## config.mk

```make
export PLATFORM = sky130hd
export DESIGN_NAME = union_find_rank_compress
export DESIGN_NICKNAME = d
export VERILOG_FILES = /design/src/uf_pkg.sv /design/src/union_find_rank_compress.sv /design/src/uf_table.sv /design/src/uf_seq.sv
export SDC_FILE = /design/constraint.sdc
export NUM_CORES = 1
export LEC_CHECK = 0
export BUFFER_PORTS_ARGS = -buffer_cell sky130_fd_sc_hd__buf_2
export CORE_UTILIZATION = 55
export DETAILED_ROUTE_END_ITERATION = 8
export GPL_TIMING_DRIVEN = 0
export PLACE_DENSITY = 0.79
export SETUP_SLACK_MARGIN = 0.15
export SYNTH_ARGS = -nofsm -noshare
export SYNTH_HDL_FRONTEND = slang
export SYNTH_HIERARCHICAL = 1
export SYNTH_SLANG_ARGS = --single-unit
```

## constraint.sdc

```tcl
create_clock -name aclk -period 8.6 [get_ports aclk]
set_input_delay 0.43 -clock aclk [delete_from_list [all_inputs] [get_ports aclk]]
set_output_delay 0.43 -clock aclk [all_outputs]
set_load 0.01 [all_outputs]
```

## src/uf_pkg.sv

```systemverilog
// Package for the union-find table: sizes, operation codes and the
// command and response structs between the sequencer and the table.
// No dependencies.
package uf_pkg;

    localparam int UF_SIZE   = 16;
    localparam int UF_IDX_W  = $clog2(UF_SIZE);
    localparam int UF_CNT_W  = $clog2(UF_SIZE + 1);
    localparam int UF_RANK_W = 3;
    localparam int UF_ELEM_W = 4;
    localparam int UF_CFG_W  = 5;
    localparam int UF_ACT_W  = 2;

    localparam logic [UF_RANK_W-1:0] UF_RANK_MAX = '1;

    typedef enum logic [UF_ACT_W-1:0] {
        OP_INIT  = 2'd0,
        OP_QUERY = 2'd1,
        OP_UNION = 2'd2,
        OP_NONE  = 2'd3
    } op_t;

    typedef struct packed {
        logic [UF_IDX_W-1:0]  rd_addr;
        logic                 par_we;
        logic [UF_IDX_W-1:0]  par_addr;
        logic [UF_IDX_W-1:0]  par_data;
        logic                 rank_we;
        logic [UF_IDX_W-1:0]  rank_addr;
        logic [UF_RANK_W-1:0] rank_data;
    } tbl_cmd_t;

    typedef struct packed {
        logic [UF_IDX_W-1:0]  parent;
        logic [UF_RANK_W-1:0] rank;
    } tbl_rsp_t;

endpackage

```

## src/union_find_rank_compress.sv

```systemverilog
// Top level of the union-find table: config register, sequencer and storage.
// Depends on uf_pkg, uf_table and uf_seq.
//
// Disjoint-set table of 16 elements with union by rank and path compression.
// One beat is taken at a time; s_tready is high only while the block is idle.
// An init beat resets the first n entries (n the active element count, the
// smaller of set_count and 16). A query or union beat walks element a to its
// root and compresses that path, then does the same for element b, and a
// union of two different roots then reads both ranks and links them; every
// step goes through the single read port of the parent table. Errors and
// unused actions go straight to the done state. Results are held in
// an output register so the next beat may be taken while one waits.
module union_find_rank_compress (
    input  logic        aclk,
    input  logic        aresetn,
    input  logic        cfg_valid,
    output logic        cfg_ready,
    input  logic [4:0]  cfg_data,     // set_count
    input  logic        s_tvalid,
    output logic        s_tready,
    input  logic [7:0]  s_tdata,      // elem_a[3:0], elem_b[7:4]
    input  logic [1:0]  s_tuser,      // action[1:0]
    output logic        m_tvalid,
    input  logic        m_tready,
    output logic [15:0] m_tdata,      // connected[0], leader_a[4:1], leader_b[8:5], zero
    output logic        m_tuser       // status
);

    logic [uf_pkg::UF_CFG_W-1:0]  set_count_reg;
    uf_pkg::tbl_cmd_t             cmd;
    uf_pkg::tbl_rsp_t             rsp;
    logic                         connected;
    logic [uf_pkg::UF_ELEM_W-1:0] leader_a;
    logic [uf_pkg::UF_ELEM_W-1:0] leader_b;

    assign cfg_ready = 1'b1;

    always_ff @(posedge aclk) begin
        if (!aresetn) begin
            set_count_reg <= uf_pkg::UF_CFG_W'(uf_pkg::UF_SIZE);
        end else if (cfg_valid && cfg_ready) begin
            set_count_reg <= cfg_data;
        end
    end

    uf_table u_table (
        .aclk    (aclk),
        .aresetn (aresetn),
        .cmd     (cmd),
        .rsp     (rsp)
    );

    uf_seq u_seq (
        .aclk          (aclk),
        .aresetn       (aresetn),
        .set_count     (set_count_reg),
        .in_valid      (s_tvalid),
        .in_ready      (s_tready),
        .in_action     (s_tuser),
        .in_a          (s_tdata[3:0]),
        .in_b          (s_tdata[7:4]),
        .out_valid     (m_tvalid),
        .out_ready     (m_tready),
        .out_status    (m_tuser),
        .out_connected (connected),
        .out_leader_a  (leader_a),
        .out_leader_b  (leader_b),
        .cmd           (cmd),
        .rsp           (rsp)
    );

    assign m_tdata = {7'd0, leader_b, leader_a, connected};

endmodule

```

## src/uf_table.sv

```systemverilog
// Parent and rank storage: one shared read address, one write port each.
// Depends on uf_pkg.
module uf_table (
    input  logic             aclk,
    input  logic             aresetn,
    input  uf_pkg::tbl_cmd_t cmd,
    output uf_pkg::tbl_rsp_t rsp
);

    logic [uf_pkg::UF_IDX_W-1:0]  parent_reg [uf_pkg::UF_SIZE];
    logic [uf_pkg::UF_RANK_W-1:0] rank_reg   [uf_pkg::UF_SIZE];

    always_ff @(posedge aclk) begin
        if (!aresetn) begin
            for (int i = 0; i < uf_pkg::UF_SIZE; i++) begin
                parent_reg[i] <= uf_pkg::UF_IDX_W'(i);
                rank_reg[i]   <= '0;
            end
        end else begin
            if (cmd.par_we) begin
                parent_reg[cmd.par_addr] <= cmd.par_data;
            end
            if (cmd.rank_we) begin
                rank_reg[cmd.rank_addr] <= cmd.rank_data;
            end
        end
    end

    assign rsp.parent = parent_reg[cmd.rd_addr];
    assign rsp.rank   = rank_reg[cmd.rd_addr];

endmodule

```

## src/uf_seq.sv

```systemverilog
// Sequencer: root walks, path compression, linking and init sweep,
// plus the result register. Depends on uf_pkg.
module uf_seq (
    input  logic                          aclk,
    input  logic                          aresetn,
    input  logic [uf_pkg::UF_CFG_W-1:0]   set_count,
    input  logic                          in_valid,
    output logic                          in_ready,
    input  logic [uf_pkg::UF_ACT_W-1:0]   in_action,
    input  logic [uf_pkg::UF_ELEM_W-1:0]  in_a,
    input  logic [uf_pkg::UF_ELEM_W-1:0]  in_b,
    output logic                          out_valid,
    input  logic                          out_ready,
    output logic                          out_status,
    output logic                          out_connected,
    output logic [uf_pkg::UF_ELEM_W-1:0]  out_leader_a,
    output logic [uf_pkg::UF_ELEM_W-1:0]  out_leader_b,
    output uf_pkg::tbl_cmd_t              cmd,
    input  uf_pkg::tbl_rsp_t              rsp
);

    typedef enum logic [8:0] {
        ST_IDLE  = 9'b000000001,
        ST_INIT  = 9'b000000010,
        ST_FINDA = 9'b000000100,
        ST_CMPA  = 9'b000001000,
        ST_FINDB = 9'b000010000,
        ST_CMPB  = 9'b000100000,
        ST_RANKA = 9'b001000000,
        ST_LINK  = 9'b010000000,
        ST_DONE  = 9'b100000000
    } state_t;

    localparam int IW = uf_pkg::UF_IDX_W;
    localparam int CW = uf_pkg::UF_CNT_W;

    state_t                     state_reg, state_next;
    uf_pkg::op_t                op_reg, op_next;
    logic [IW-1:0]              b_reg, b_next;
    logic [IW-1:0]              a_reg, a_next;
    logic [CW-1:0]              n_reg, n_next;
    logic [CW-1:0]              cnt_reg, cnt_next;
    logic [IW-1:0]              node_reg, node_next;
    logic [IW-1:0]              ra_reg, ra_next;
    logic [IW-1:0]              rb_reg, rb_next;
    logic [uf_pkg::UF_RANK_W-1:0] rka_reg, rka_next;
    logic                       rs_reg, rs_next;
    logic                       rc_reg, rc_next;
    logic [IW-1:0]              rla_reg, rla_next;
    logic [IW-1:0]              rlb_reg, rlb_next;
    logic                       ov_reg, ov_next;
    logic                       os_reg, os_next;
    logic                       oc_reg, oc_next;
    logic [IW-1:0]              ola_reg, ola_next;
    logic [IW-1:0]              olb_reg, olb_next;

    logic [CW-1:0]              n_cur;
    logic                       hit;
    logic                       range_bad;

    assign n_cur = (set_count > uf_pkg::UF_CFG_W'(uf_pkg::UF_SIZE))
                 ? CW'(uf_pkg::UF_SIZE) : CW'(set_count);
    assign range_bad = (CW'(in_a) >= n_cur) || (CW'(in_b) >= n_cur);
    // shared compare: node against its parent during walks, against root on compression
    assign hit = (state_reg == ST_FINDA || state_reg == ST_FINDB)
               ? (rsp.parent == node_reg)
               : (node_reg == ((state_reg == ST_CMPA) ? ra_reg : rb_reg));

    assign in_ready = (state_reg == ST_IDLE);

    always_comb begin
        state_next = state_reg;
        op_next    = op_reg;
        a_next     = a_reg;
        b_next     = b_reg;
        n_next     = n_reg;
        cnt_next   = cnt_reg;
        node_next  = node_reg;
        ra_next    = ra_reg;
        rb_next    = rb_reg;
        rka_next   = rka_reg;
        rs_next    = rs_reg;
        rc_next    = rc_reg;
        rla_next   = rla_reg;
        rlb_next   = rlb_reg;
        ov_next    = ov_reg;
        os_next    = os_reg;
        oc_next    = oc_reg;
        ola_next   = ola_reg;
        olb_next   = olb_reg;
        cmd        = '0;
        cmd.rd_addr = node_reg;

        if (ov_reg && out_ready) begin
            ov_next = 1'b0;
        end

        case (state_reg)
            ST_IDLE: begin
                if (in_valid) begin
                    op_next  = uf_pkg::op_t'(in_action);
                    a_next   = IW'(in_a);
                    b_next   = IW'(in_b);
                    n_next   = n_cur;
                    cnt_next = '0;
                    node_next = IW'(in_a);
                    rs_next  = 1'b0;
                    rc_next  = 1'b0;
                    rla_next = '0;
                    rlb_next = '0;
                    case (uf_pkg::op_t'(in_action))
                        uf_pkg::OP_INIT: state_next = ST_INIT;
                        uf_pkg::OP_QUERY,
                        uf_pkg::OP_UNION: begin
                            if (range_bad) begin
                                rs_next    = 1'b1;
                                state_next = ST_DONE;
                            end else begin
                                state_next = ST_FINDA;
                            end
                        end
                        default: state_next = ST_DONE;
                    endcase
                end
            end
            ST_INIT: begin
                if (cnt_reg < n_reg) begin
                    cmd.par_we    = 1'b1;
                    cmd.par_addr  = cnt_reg[IW-1:0];
                    cmd.par_data  = cnt_reg[IW-1:0];
                    cmd.rank_we   = 1'b1;
                    cmd.rank_addr = cnt_reg[IW-1:0];
                    cmd.rank_data = '0;
                    cnt_next      = cnt_reg + 1'b1;
                end else begin
                    state_next = ST_DONE;
                end
            end
            ST_FINDA: begin
                if (hit) begin
                    ra_next    = node_reg;
                    node_next  = a_reg;
                    state_next = ST_CMPA;
                end else begin
                    node_next = rsp.parent;
                end
            end
            ST_CMPA: begin
                if (hit) begin
                    node_next  = b_reg;
                    state_next = ST_FINDB;
                end else begin
                    cmd.par_we   = 1'b1;
                    cmd.par_addr = node_reg;
                    cmd.par_data = ra_reg;
                    node_next    = rsp.parent;
                end
            end
            ST_FINDB: begin
                if (hit) begin
                    rb_next    = node_reg;
                    node_next  = b_reg;
                    state_next = ST_CMPB;
                end else begin
                    node_next = rsp.parent;
                end
            end
            ST_CMPB: begin
                if (hit) begin
                    rc_next  = (ra_reg == rb_reg);
                    rla_next = ra_reg;
                    rlb_next = rb_reg;
                    if (op_reg == uf_pkg::OP_UNION && ra_reg != rb_reg) begin
                        node_next  = ra_reg;
                        state_next = ST_RANKA;
                    end else begin
                        state_next = ST_DONE;
                    end
                end else begin
                    cmd.par_we   = 1'b1;
                    cmd.par_addr = node_reg;
                    cmd.par_data = rb_reg;
                    node_next    = rsp.parent;
                end
            end
            ST_RANKA: begin
                rka_next   = rsp.rank;
                node_next  = rb_reg;
                state_next = ST_LINK;
            end
            ST_LINK: begin
                cmd.par_we = 1'b1;
                if (rka_reg < rsp.rank) begin
                    cmd.par_addr = ra_reg;
                    cmd.par_data = rb_reg;
                    rla_next     = rb_reg;
                    rlb_next     = rb_reg;
                end else begin
                    cmd.par_addr = rb_reg;
                    cmd.par_data = ra_reg;
                    rla_next     = ra_reg;
                    rlb_next     = ra_reg;
                    if (rka_reg == rsp.rank && rka_reg != uf_pkg::UF_RANK_MAX) begin
                        cmd.rank_we   = 1'b1;
                        cmd.rank_addr = ra_reg;
                        cmd.rank_data = rka_reg + 1'b1;
                    end
                end
                state_next = ST_DONE;
            end
            ST_DONE: begin
                if (!ov_reg || out_ready) begin
                    ov_next    = 1'b1;
                    os_next    = rs_reg;
                    oc_next    = rc_reg;
                    ola_next   = rla_reg;
                    olb_next   = rlb_reg;
                    state_next = ST_IDLE;
                end
            end
            default: state_next = ST_IDLE;
        endcase
    end

    always_ff @(posedge aclk) begin
        if (!aresetn) begin
            state_reg <= ST_IDLE;
            ov_reg    <= 1'b0;
        end else begin
            state_reg <= state_next;
            ov_reg    <= ov_next;
        end
    end

    always_ff @(posedge aclk) begin
        op_reg   <= op_next;
        a_reg    <= a_next;
        b_reg    <= b_next;
        n_reg    <= n_next;
        cnt_reg  <= cnt_next;
        node_reg <= node_next;
        ra_reg   <= ra_next;
        rb_reg   <= rb_next;
        rka_reg  <= rka_next;
        rs_reg   <= rs_next;
        rc_reg   <= rc_next;
        rla_reg  <= rla_next;
        rlb_reg  <= rlb_next;
        os_reg   <= os_next;
        oc_reg   <= oc_next;
        ola_reg  <= ola_next;
        olb_reg  <= olb_next;
    end

    assign out_valid     = ov_reg;
    assign out_status    = os_reg;
    assign out_connected = oc_reg;
    assign out_leader_a  = uf_pkg::UF_ELEM_W'(ola_reg);
    assign out_leader_b  = uf_pkg::UF_ELEM_W'(olb_reg);

    a_par_we_busy: assert property (@(posedge aclk) disable iff (!aresetn)
        cmd.par_we |-> (state_reg != ST_IDLE && state_reg != ST_DONE))
        else $error("parent write outside a walk, link or init");

    a_rank_we_link: assert property (@(posedge aclk) disable iff (!aresetn)
        cmd.rank_we |-> (state_reg == ST_LINK || state_reg == ST_INIT))
        else $error("rank write outside link or init");

    a_conn_leaders: assert property (@(posedge aclk) disable iff (!aresetn)
        (ov_reg && oc_reg) |-> (ola_reg == olb_reg))
        else $error("connected result with differing leaders");

    a_err_zero: assert property (@(posedge aclk) disable iff (!aresetn)
        (ov_reg && os_reg) |-> (!oc_reg && ola_reg == '0 && olb_reg == '0))
        else $error("error result carries non-zero fields");

endmodule

```

# Word-level counts from Yosys, hierarchy flattened
# Memories as Yosys holds them, arrays and structs flattened. A register that Yosys moved wholly into a read port is not among the register bits.
# Cells that the tools add are included.
# op_classes
n_addsub	2
order_cmp	5
eq_ne	27
mux	59
reduce_logical	25
# ops
op	n
9-bit two-way mux	11
9-bit one-hot mux with 9 select lines	1
4-bit two-way mux	15
9-bit one-hot mux with 4 select lines	1
8-bit two-way mux	3
4-bit one-hot mux with 3 select lines	2
4-bit one-hot mux with 5 select lines	1
9-bit one-hot mux with 2 select lines	1
17-bit two-way mux	1
1-bit two-way mux	16
8-bit one-hot mux with 2 select lines	1
5-bit two-way mux	3
4-bit == test	3
2-bit by 1-bit inequality test with 1-bit output, second input constant	6
3-bit AND reduction	4
4-bit by 5-bit >= comparator with 1-bit output	2
5-bit one-hot mux with 2 select lines	1
9-bit by 1-bit == test with 1-bit output, second input constant	1
9-bit by 2-bit == test with 1-bit output, second input constant	1
9-bit by 3-bit == test with 1-bit output, second input constant	1
9-bit by 4-bit == test with 1-bit output, second input constant	1
9-bit by 5-bit == test with 1-bit output, second input constant	1
9-bit by 6-bit == test with 1-bit output, second input constant	1
9-bit by 7-bit == test with 1-bit output, second input constant	1
other kinds (27)	39
# word_totals
regBits	70
mem_bits_rw	112
input_bits	20
output_inout_bits	20
elab_cells	140
n_memories	2
# memory_table
name	words	word_bits	rd	rd_ports_with_merged_regs	write_ports	line	text
u_table.parent_reg	16	4	1	1	16	uf_table.sv:10	logic [uf_pkg::UF_IDX_W-1:0] parent_reg [uf_pkg::UF_SIZE];
u_table.rank_reg	16	3	1	1	16	uf_table.sv:11	logic [uf_pkg::UF_RANK_W-1:0] rank_reg [uf_pkg::UF_SIZE];

# Longest topological paths before layout
# Gate-level depths: netlist of the first run.
# logic_depth
ltp_word	11
ltp_mapped	19
depth_no_buf	15

# Cells and area by module
# Netlist of the first run, hierarchy kept.
# modules_own_cells
module	n_inst	cells_per_inst	area_each_um2	seq_area_each_um2
uf_table	1	379	5426.5	3363.2
uf_seq	1	362	3741.1	1851.8
union_find_rank_compress	1	27	265.3	100.1

# Least setup slack after synthesis of the first run
# OpenSTA, ideal clock, no wires.
# synth_path
path_type	reg-to-reg
startpoint	register u_seq.node_reg[0]
endpoint	memory u_table/parent_reg[11][0] in the netlist's numbering, enable pin
setup_ps	361
t_arrival_ps	3753
required_ps	8239
slack_ps	4486
stages_incl_launch_ff	19
path_buffers	5
synth_period_minus_slack_ps	4114
cell_sequence	edfxtp_1 buf_6 buf_8 mux4_2 a22oi_1 nand2_1 inv_1 ha_1 nor2b_1 o21ai_0 nand2b_1 clkbuf_1 clkbuf_1 nor2_1 a21oi_1 o211ai_1 nand2_1 clkbuf_1 o21ai_0
# synth_rtl
item	line	text
from (decl)	uf_seq.sv:43	logic [IW-1:0] node_reg, node_next;
from (signal assigned)	uf_seq.sv:241	node_reg <= node_next;
to (decl)	uf_table.sv:10	

==> results of run 1 <==
-- synthesized netlist by cell type (all sizes together) (9+ instances only) --
cell type,number
edfxtp,167
and2,86
nand2,56
nor2,55
o21ai,36
clkbuf,32
nand2b,29
mux4,28
or3,27
inv,26
buf,21
ha,20
a22oi,19
nor3,19
dfxtp,15
mux2i,14
a21oi,13
nor2b,12
xnor2,9
-- area by class of cell --
| class | count | share of cell area, % |
|---|---|---|
| plain buffers | 53 | 2.83 |
| clock buffers | 18 | 4.10 |
| clock inverters | 14 | 1.44 |
| well taps | 220 | 2.63 |
| inverters | 26 | 0.933 |
| repair buffers | 30 | 1.44 |
| flip-flops and latches | 182 | 50.8 |
| multi-input cells | 513 | 35.8 |
-- cells by family after synthesis --
| kind of cell | share of synthesized area, % |
|---|---|
| multiplexers | 8.85 |
| XOR/XNOR | 1.11 |
| flip-flops | 56.3 |
| AO/OA/AOI/OAI | 7.72 |
| AND/OR/NAND/NOR | 19.1 |
| buffers and inverters | 4.18 |
| adder cells (fa/ha/maj) | 2.65 |
| other | 0.0796 |
-- path summary, 6_finish.rpt --
| check | startpoint | endpoint | slack, ns |
|---|---|---|---|
| worst max-delay path | u_seq/node_reg[1] | u_table/parent_reg[11][0] | 3.04 |
| worst min-delay path | s_tdata[4] | u_seq/b_reg[0] | 0.19 |
| worst max register to register | u_seq/node_reg[1] | u_table/parent_reg[11][0] | 3.04 |
| worst min register to register | u_seq/rlb_reg[2] | u_seq/out_leader_b[2] | 0.42 |
-- metrics by stage --
step	utilization (%)	cell area, sq um
floorplan	-	9460
global placement	59.4	9880
detailed placement	59.4	9880
CTS	62.9	10500
global route	62.9	10500
finish	62.9	10500
-- cell usage in the layout, fill, tap and decap left out, types with 4 or more instances in the layout --
cell type | netlist | routed
xnor2_1 | 9 | 9
nor2_1 | 55 | 55
clkbuf_16 | 0 | 17
o22ai_1 | 4 | 4
conb_1 | 2 | 8
dfxtp_1 | 15 | 15
ha_1 | 20 | 20
o21ai_0 | 34 | 34
buf_2 | 4 | 34
o221ai_1 | 4 | 4
nand4_1 | 4 | 4
mux4_1 | 17 | 17
buf_4 | 11 | 11
clkinvlp_4 | 0 | 4
and2_1 | 86 | 86
nor3_1 | 19 | 19
edfxtp_1 | 167 | 167
a22oi_1 | 19 | 19
a22o_1 | 5 | 5
nand2_1 | 56 | 56
inv_1 | 26 | 26
nor2b_1 | 12 | 12
nand3_1 | 5 | 5
nand2b_1 | 29 | 29
mux4_2 | 11 | 11
or3_1 | 27 | 27
a211oi_1 | 5 | 5
clkbuf_1 | 31 | 32
nand4b_1 | 8 | 8
o211ai_1 | 5 | 5
a21o_1 | 4 | 4
mux2i_1 | 14 | 14
a21oi_1 | 12 | 12
-- metal layers --
metal | global-route usage (%) | wire length [microns] | up-vias
met5 | 0 | 0 | -
met4 | 7.60 | 408 | 0
met3 | 6.05 | 1530 | 39
met2 | 41.5 | 10400 | 286
met1 | 31.7 | 8600 | 3147
li1 | - | - | 2949
-- report_power, final --
part / leakage, nW / total [mW] / switching, mW / internal (mW)
sequential: 1.67 / 1.07 / 0.0382 / 1.03
clock: 0.272 / 0.764 / 0.334 / 0.430
combinational: 1.79 / 0.421 / 0.245 / 0.176
total: 3.73 / 2.25 / 0.617 / 1.64
==> impl_metrics.ini, run 1 <==
[run_status]
run_status = complete, no violations

[routing]
drt-wirelength-per-cell_microns = 19.8
ant_nets = 0
route.vias.total = 6421
routed_wirelength_microns = 20900
first_iter_violations = 816
vias_per_cell = 6.08
detailedRoute.firstPassIterationCount = 7
route.detailed.drc = 0

[die]
core_sq_um = 16600
die_area_sq_um = 17700
die_width_microns = 133
starting_utilization_of_the_core_area_pct = 56.7
boundaryPins = 40
core.rowCount = 47
dieHeight_microns = 133

[pwr]
power.static_leakage_nw = 3.73
total_power_mw = 2.25
power.ir.vdd_worst_v = 0.000168
power.density_cell_area_nw_per_um2 = 216

[clocking]
cts_made_buffers = 17
level_count_of_the_clock_h_tree = 4
worst_setup_hold_path_clk_slew_ns = 0.07
cts.repair_timing.setup_buffer_count = 0
clk_root_buffer_cell = clkbuf_16
clock-sinks = 182
cts_buffer_depth = 2
ctsResizeCount = 0
hold_buffer_count_at_cts = 0
tritoncts = yes
clock_latency_ns = 0.43

[global_route]
first_pass_grt_wire_length_microns = 32700
grt_start_max_net_pins = 18
first_global_vias = 6227
antenna_found_initial = 0
gr-total-overflow = 0
grt_usage_pct = 24.7

[setup_path]
cp.required_ns = 8.66
critical_path.max_fanout = 10
most_used_cell_along_the_critical_path = nand2_1
crit_path_cell_trace = buf_2 -> buf_2 -> mux4_2 -> a22oi_1 -> nand2_1 -> xor2_1 -> nor2_1 -> a22o_1 -> nor3_1 -> nor4_4 -> a21oi_1 -> nand2_1 -> o211ai_1 -> nand2_1 -> clkbuf_1 -> o21ai_0
r2r.worst_path.cells = 16
worstPathArrival_ns = 5.62
timing.setup.critical_path_class = reg -> reg
critical_path_buf_inv_count = 3
cp_slowest_stage_delay_ns = 0.58
cp-start-kind = flop
critPathSlowestCell = o21ai_0
cp_num_cells = 16
cpLargestDelayFamily = compound AO/OA/AOI/OAI gates
timing.critical_path.to_type = flop

[worst_hold_path]
min_path_type = in -> reg
timing.hold.worst_path_depth = 1

[placement]
placer_congestion = 0.894
post-dp-hpwl_microns = 15100
placed_cells_incl_taps = 1024
buffers_added_on_ports = 30
place_worst_setup_slack_ns = 3.29

[logic_synthesis]
async_flop_share_pct = 0
synth_area_per_cell_sq_um = 12.3
number_of_enable_flip_flop_cells_after_synthesis = 167
yosys_register_bits = 182
yosysWarningCount = 6
syn-cell-area_sq_um = 9430
syn_inst = 768
synth.top_cell.area_share_pct = 53.2
synth_largest_area_cell = edfxtp_1
yosysSeqAreaShare_pct = 56.3
netlist_top_cells_area = edfxtp_1, and2_1, mux4_1, dfxtp_1, ha_1
synthFlopType = edfxtp_1
yosys.cell_types.count = 60

[timing]
drv_slew = 0
finalHoldWorstSlack_ns = 0.193
report.final.hold_viol_count = 0
transition_time_at_the_pin_with_the_least_slew_margin_ns = 0.902
skew_ns = 0.00978
finalWorstSetupSlack_ns = 3.04
setup_viol_count_final = 0
rsz0062_at_grt = no
timing.setup.tns_ns = 0
max_freq_ghz = 0.180
slew_headroom_pct = 39.9
period_share_pct = 64.6
final_period_minus_worst_setup_slack_ns = 5.56

[finish]
number_of_nets_in_the_layout = 863
multiInputGateArea_sq_um = 3750
layout-drive-gt1-share_pct = 12.2
area_growth_pct = 10.9
largest_register_ff_count = 64
reg_area_sq_um = 5320
diodes_inserted = 0
fillCellCount = 1244
layout.cells.non_filler = 1056

[run]
drv.max_cap_violation_count = 0
Note: power is estimated with default switching activity, not from simulation.
==> run 2, diff against run 1 <==
--- a/config.mk
+++ b/config.mk
@@ -5,11 +5,12 @@
 export SDC_FILE = /design/constraint.sdc
 export NUM_CORES = 1
 export LEC_CHECK = 0
+export ABC_AREA = 1
 export BUFFER_PORTS_ARGS = -buffer_cell sky130_fd_sc_hd__buf_2
 export CORE_UTILIZATION = 55
 export DETAILED_ROUTE_END_ITERATION = 8
 export GPL_TIMING_DRIVEN = 0
-export PLACE_DENSITY = 0.79
+export PLACE_DENSITY = 0.82
 export SETUP_SLACK_MARGIN = 0.15
 export SYNTH_ARGS = -nofsm -noshare
 export SYNTH_HDL_FRONTEND = slang
==> constraint.sdc (replaced) <==
create_clock -name aclk -period 4.7 [get_ports aclk]
set_input_delay 0.235 -clock aclk [delete_from_list [all_inputs] [get_ports aclk]]
set_output_delay 0.235 -clock aclk [all_outputs]
set_load 0.01 [all_outputs]
==> impl_metrics.ini, run 2 <==
[routing]
first_iter_violations = 971
route.detailed.drc = 0
route.vias.total = 8335
detailedRoute.firstPassIterationCount = 7
vias_per_cell = 5.56
routed_wirelength_microns = 24300
ant_nets = 0
drt-wirelength-per-cell_microns = 16.2

[finish]
reg_area_sq_um = 5320
layout.cells.non_filler = 1500
fillCellCount = 1410
mostFrequentLayoutCell = nand2_1
multiInputGateArea_sq_um = 3670
diodes_inserted = 0
number_of_nets_in_the_layout = 1302
largest_register_ff_count = 64
area_growth_pct = 10.9
layout-drive-gt1-share_pct = 11.7
most-common-layout-cells = nand2_1, inv_1, edfxtp_1

[setup_path]
crit_path_cell_trace = buf_2 -> buf_2 -> nand3_1 -> nand3_1 -> nand3_1 -> nand2_1 -> inv_1 -> ha_1 -> nand2_1 -> o21a_1 -> inv_1 -> nand4_1 -> buf_4 -> o21ai_1 -> inv_1 -> nor3_2 -> nand2_1 -> nand2_1
cp.required_ns = 4.84
critPathSlowestCell = edfxtp_1
critical_path_buf_inv_count = 6
cp_slowest_stage_delay_ns = 0.49
critical_path.max_fanout = 10
worstPathArrival_ns = 4.41
cp-start-kind = flop
most_used_cell_along_the_critical_path = nand2_1
cpLargestDelayFamily = simple AND/OR/NAND/NOR gates
timing.critical_path.to_type = flop
timing.setup.critical_path_class = reg -> reg

[global_route]
first_pass_grt_wire_length_microns = 37900
antenna_found_initial = 0
gr-total-overflow = 0
grt_start_max_net_pins = 17
first_global_vias = 7563
grt_usage_pct = 27.2

[logic_synthesis]
synth.top_cell.area_share_pct = 50.2
synthFlopType = edfxtp_1
netlist_top_cells_area = edfxtp_1, nand2_1, inv_1, nand3_1, nor2_1
yosysSeqAreaShare_pct = 53.2
synth_area_per_cell_sq_um = 8.35
async_flop_share_pct = 0
synthMostInstantiatedCell = nand2_1
yosysWarningCount = 6
yosys_register_bits = 182
number_of_enable_flip_flop_cells_after_synthesis = 167
syn-cell-area_sq_um = 10000
post_synth_most_frequent_cells = nand2_1, inv_1, edfxtp_1
yosys.cell_types.count = 43
syn_inst = 1197
synth_largest_area_cell = edfxtp_1

[timing]
transition_time_at_the_pin_with_the_least_slew_margin_ns = 1.14
max_freq_ghz = 0.234
skew_ns = 0.0126
drv_slew = 0
final_period_minus_worst_setup_slack_ns = 4.26
setup_viol_count_final = 0
rsz0062_at_grt = no
slew_headroom_pct = 23.2
finalHoldWorstSlack_ns = 0.0133
timing.setup.tns_ns = 0
report.final.hold_viol_count = 0
period_share_pct = 90.7

[worst_hold_path]
min_path_type = in -> reg

[clocking]
clock_latency_ns = 0.44
worst_setup_hold_path_clk_slew_ns = 0.07
level_count_of_the_clock_h_tree = 4
cts_buffer_depth = 2
tritoncts = yes
clock-sinks = 182
cts_made_buffers = 17
clk_root_buffer_cell = clkbuf_16

[run_status]
run_status = complete, no violations

[die]
starting_utilization_of_the_core_area_pct = 57.0
die_area_sq_um = 18700
boundaryPins = 40
dieHeight_microns = 137
core_sq_um = 17500
core.rowCount = 48
die_width_microns = 137

[run]
drv.max_cap_violation_count = 0

[pwr]
power.static_leakage_nw = 4.95
power.ir.vdd_worst_v = 0.000366
power.density_cell_area_nw_per_um2 = 509

[placement]
buffers_added_on_ports = 30
placer_congestion = 0.941
post-dp-hpwl_microns = 17400
placed_cells_incl_taps = 1458
-- run 2: worst register-to-register path: stages, from the launching register on --
cell,delay (ns)
edfxtp_1,0.49
buf_2,0.30
buf_2,0.31
nand3_1,0.14
nand3_1,0.09
nand3_1,0.11
nand2_1,0.11
inv_1,0.05
ha_1,0.30
nand2_1,0.07
o21a_1,0.27
inv_1,0.22
nand4_1,0.13
buf_4,0.19
o21ai_1,0.24
inv_1,0.11
nor3_2,0.43
nand2_1,0.22
nand2_1,0.18
-- run 2: worst paths after layout --
| check | from | cells after the start | end | slack [ns] |
|---|---|---|---|---|
| setup reg to reg | u_seq/node_reg[1] | 18 | u_table/rank_reg[14][1] | 0.44 |
| setup / recovery | u_seq/node_reg[1] | 18 | u_table/rank_reg[14][1] | 0.44 |
| hold reg to reg | u_seq/rlb_reg[2] | 0 | u_seq/out_leader_b[2] | 0.43 |
| hold / removal | s_tuser[1] | 1 | u_seq/op_reg[1] | 0.01 |
-- run 2: per-stage QoR --
stage | instance area (sq um) | power (mW) | worst slack, ns | util [%]
after floorplan | 10000 | 3.65 | 1.35 | -
after global placement | 10500 | 4.20 | 0.393 | 59.6
after detailed placement | 10500 | 4.27 | 0.307 | 59.6
after CTS | 11000 | 5.58 | 0.289 | 63.0
after global routing | 11100 | 5.94 | 0.175 | 63.2
final | 11100 | 5.65 | 0.435 | 63.2
-- run 2: what timing repair did --
action                                 4_1_cts  5_1_grt
endpoints found under the hold margin        5        0
hold buffers                                 5        0
setup endpoints to repair                    0       99
buffers inserted                             0        4
resized for setup                            0       11
-- run 2: power by group --
| group | leakage (nW) | internal (mW) | switching, mW |
|---|---|---|---|
| combinational | 3.02 | 0.637 | 1.53 |
| sequential | 1.68 | 2.04 | 0.123 |
| clock | 0.254 | 0.727 | 0.590 |
| total | 4.95 | 3.41 | 2.24 |
-- run 2: cell families (layout without fill, tap and decap cells) --
family	Yosys count	after routing	synth area share, %
AOI/OAI and AO/OA	63	63	3.64
other	2	8	0.0751
and+or+nand+nor	674	674	29.6
DFF	182	182	53.2
xor gates and xnor gates	7	7	0.613
adders and majority gates	20	20	2.50
buffers and inverters	249	321	10.4
-- run 2: cell type report --
cell class | count | share of cell area (%)
Multi-Input combinational cell | 772 | 33.1
Inverter | 199 | 6.78
Sequential cell | 182 | 47.9
Clock inverter | 12 | 0.948
Clock buffer | 20 | 3.94
Buffer | 50 | 2.65
Timing Repair Buffer | 40 | 2.14
Tap cell | 225 | 2.54
-- run 2: per-layer routing --
metal | vias to the layer above | share of wire [%] | track usage, %
li1 | 3956 | - | -
met1 | 3857 | 41 | 36.4
met2 | 446 | 47 | 44.1
met3 | 76 | 9.6 | 4.59
met4 | 0 | 2.9 | 10.9
met5 | - | 0 | 0
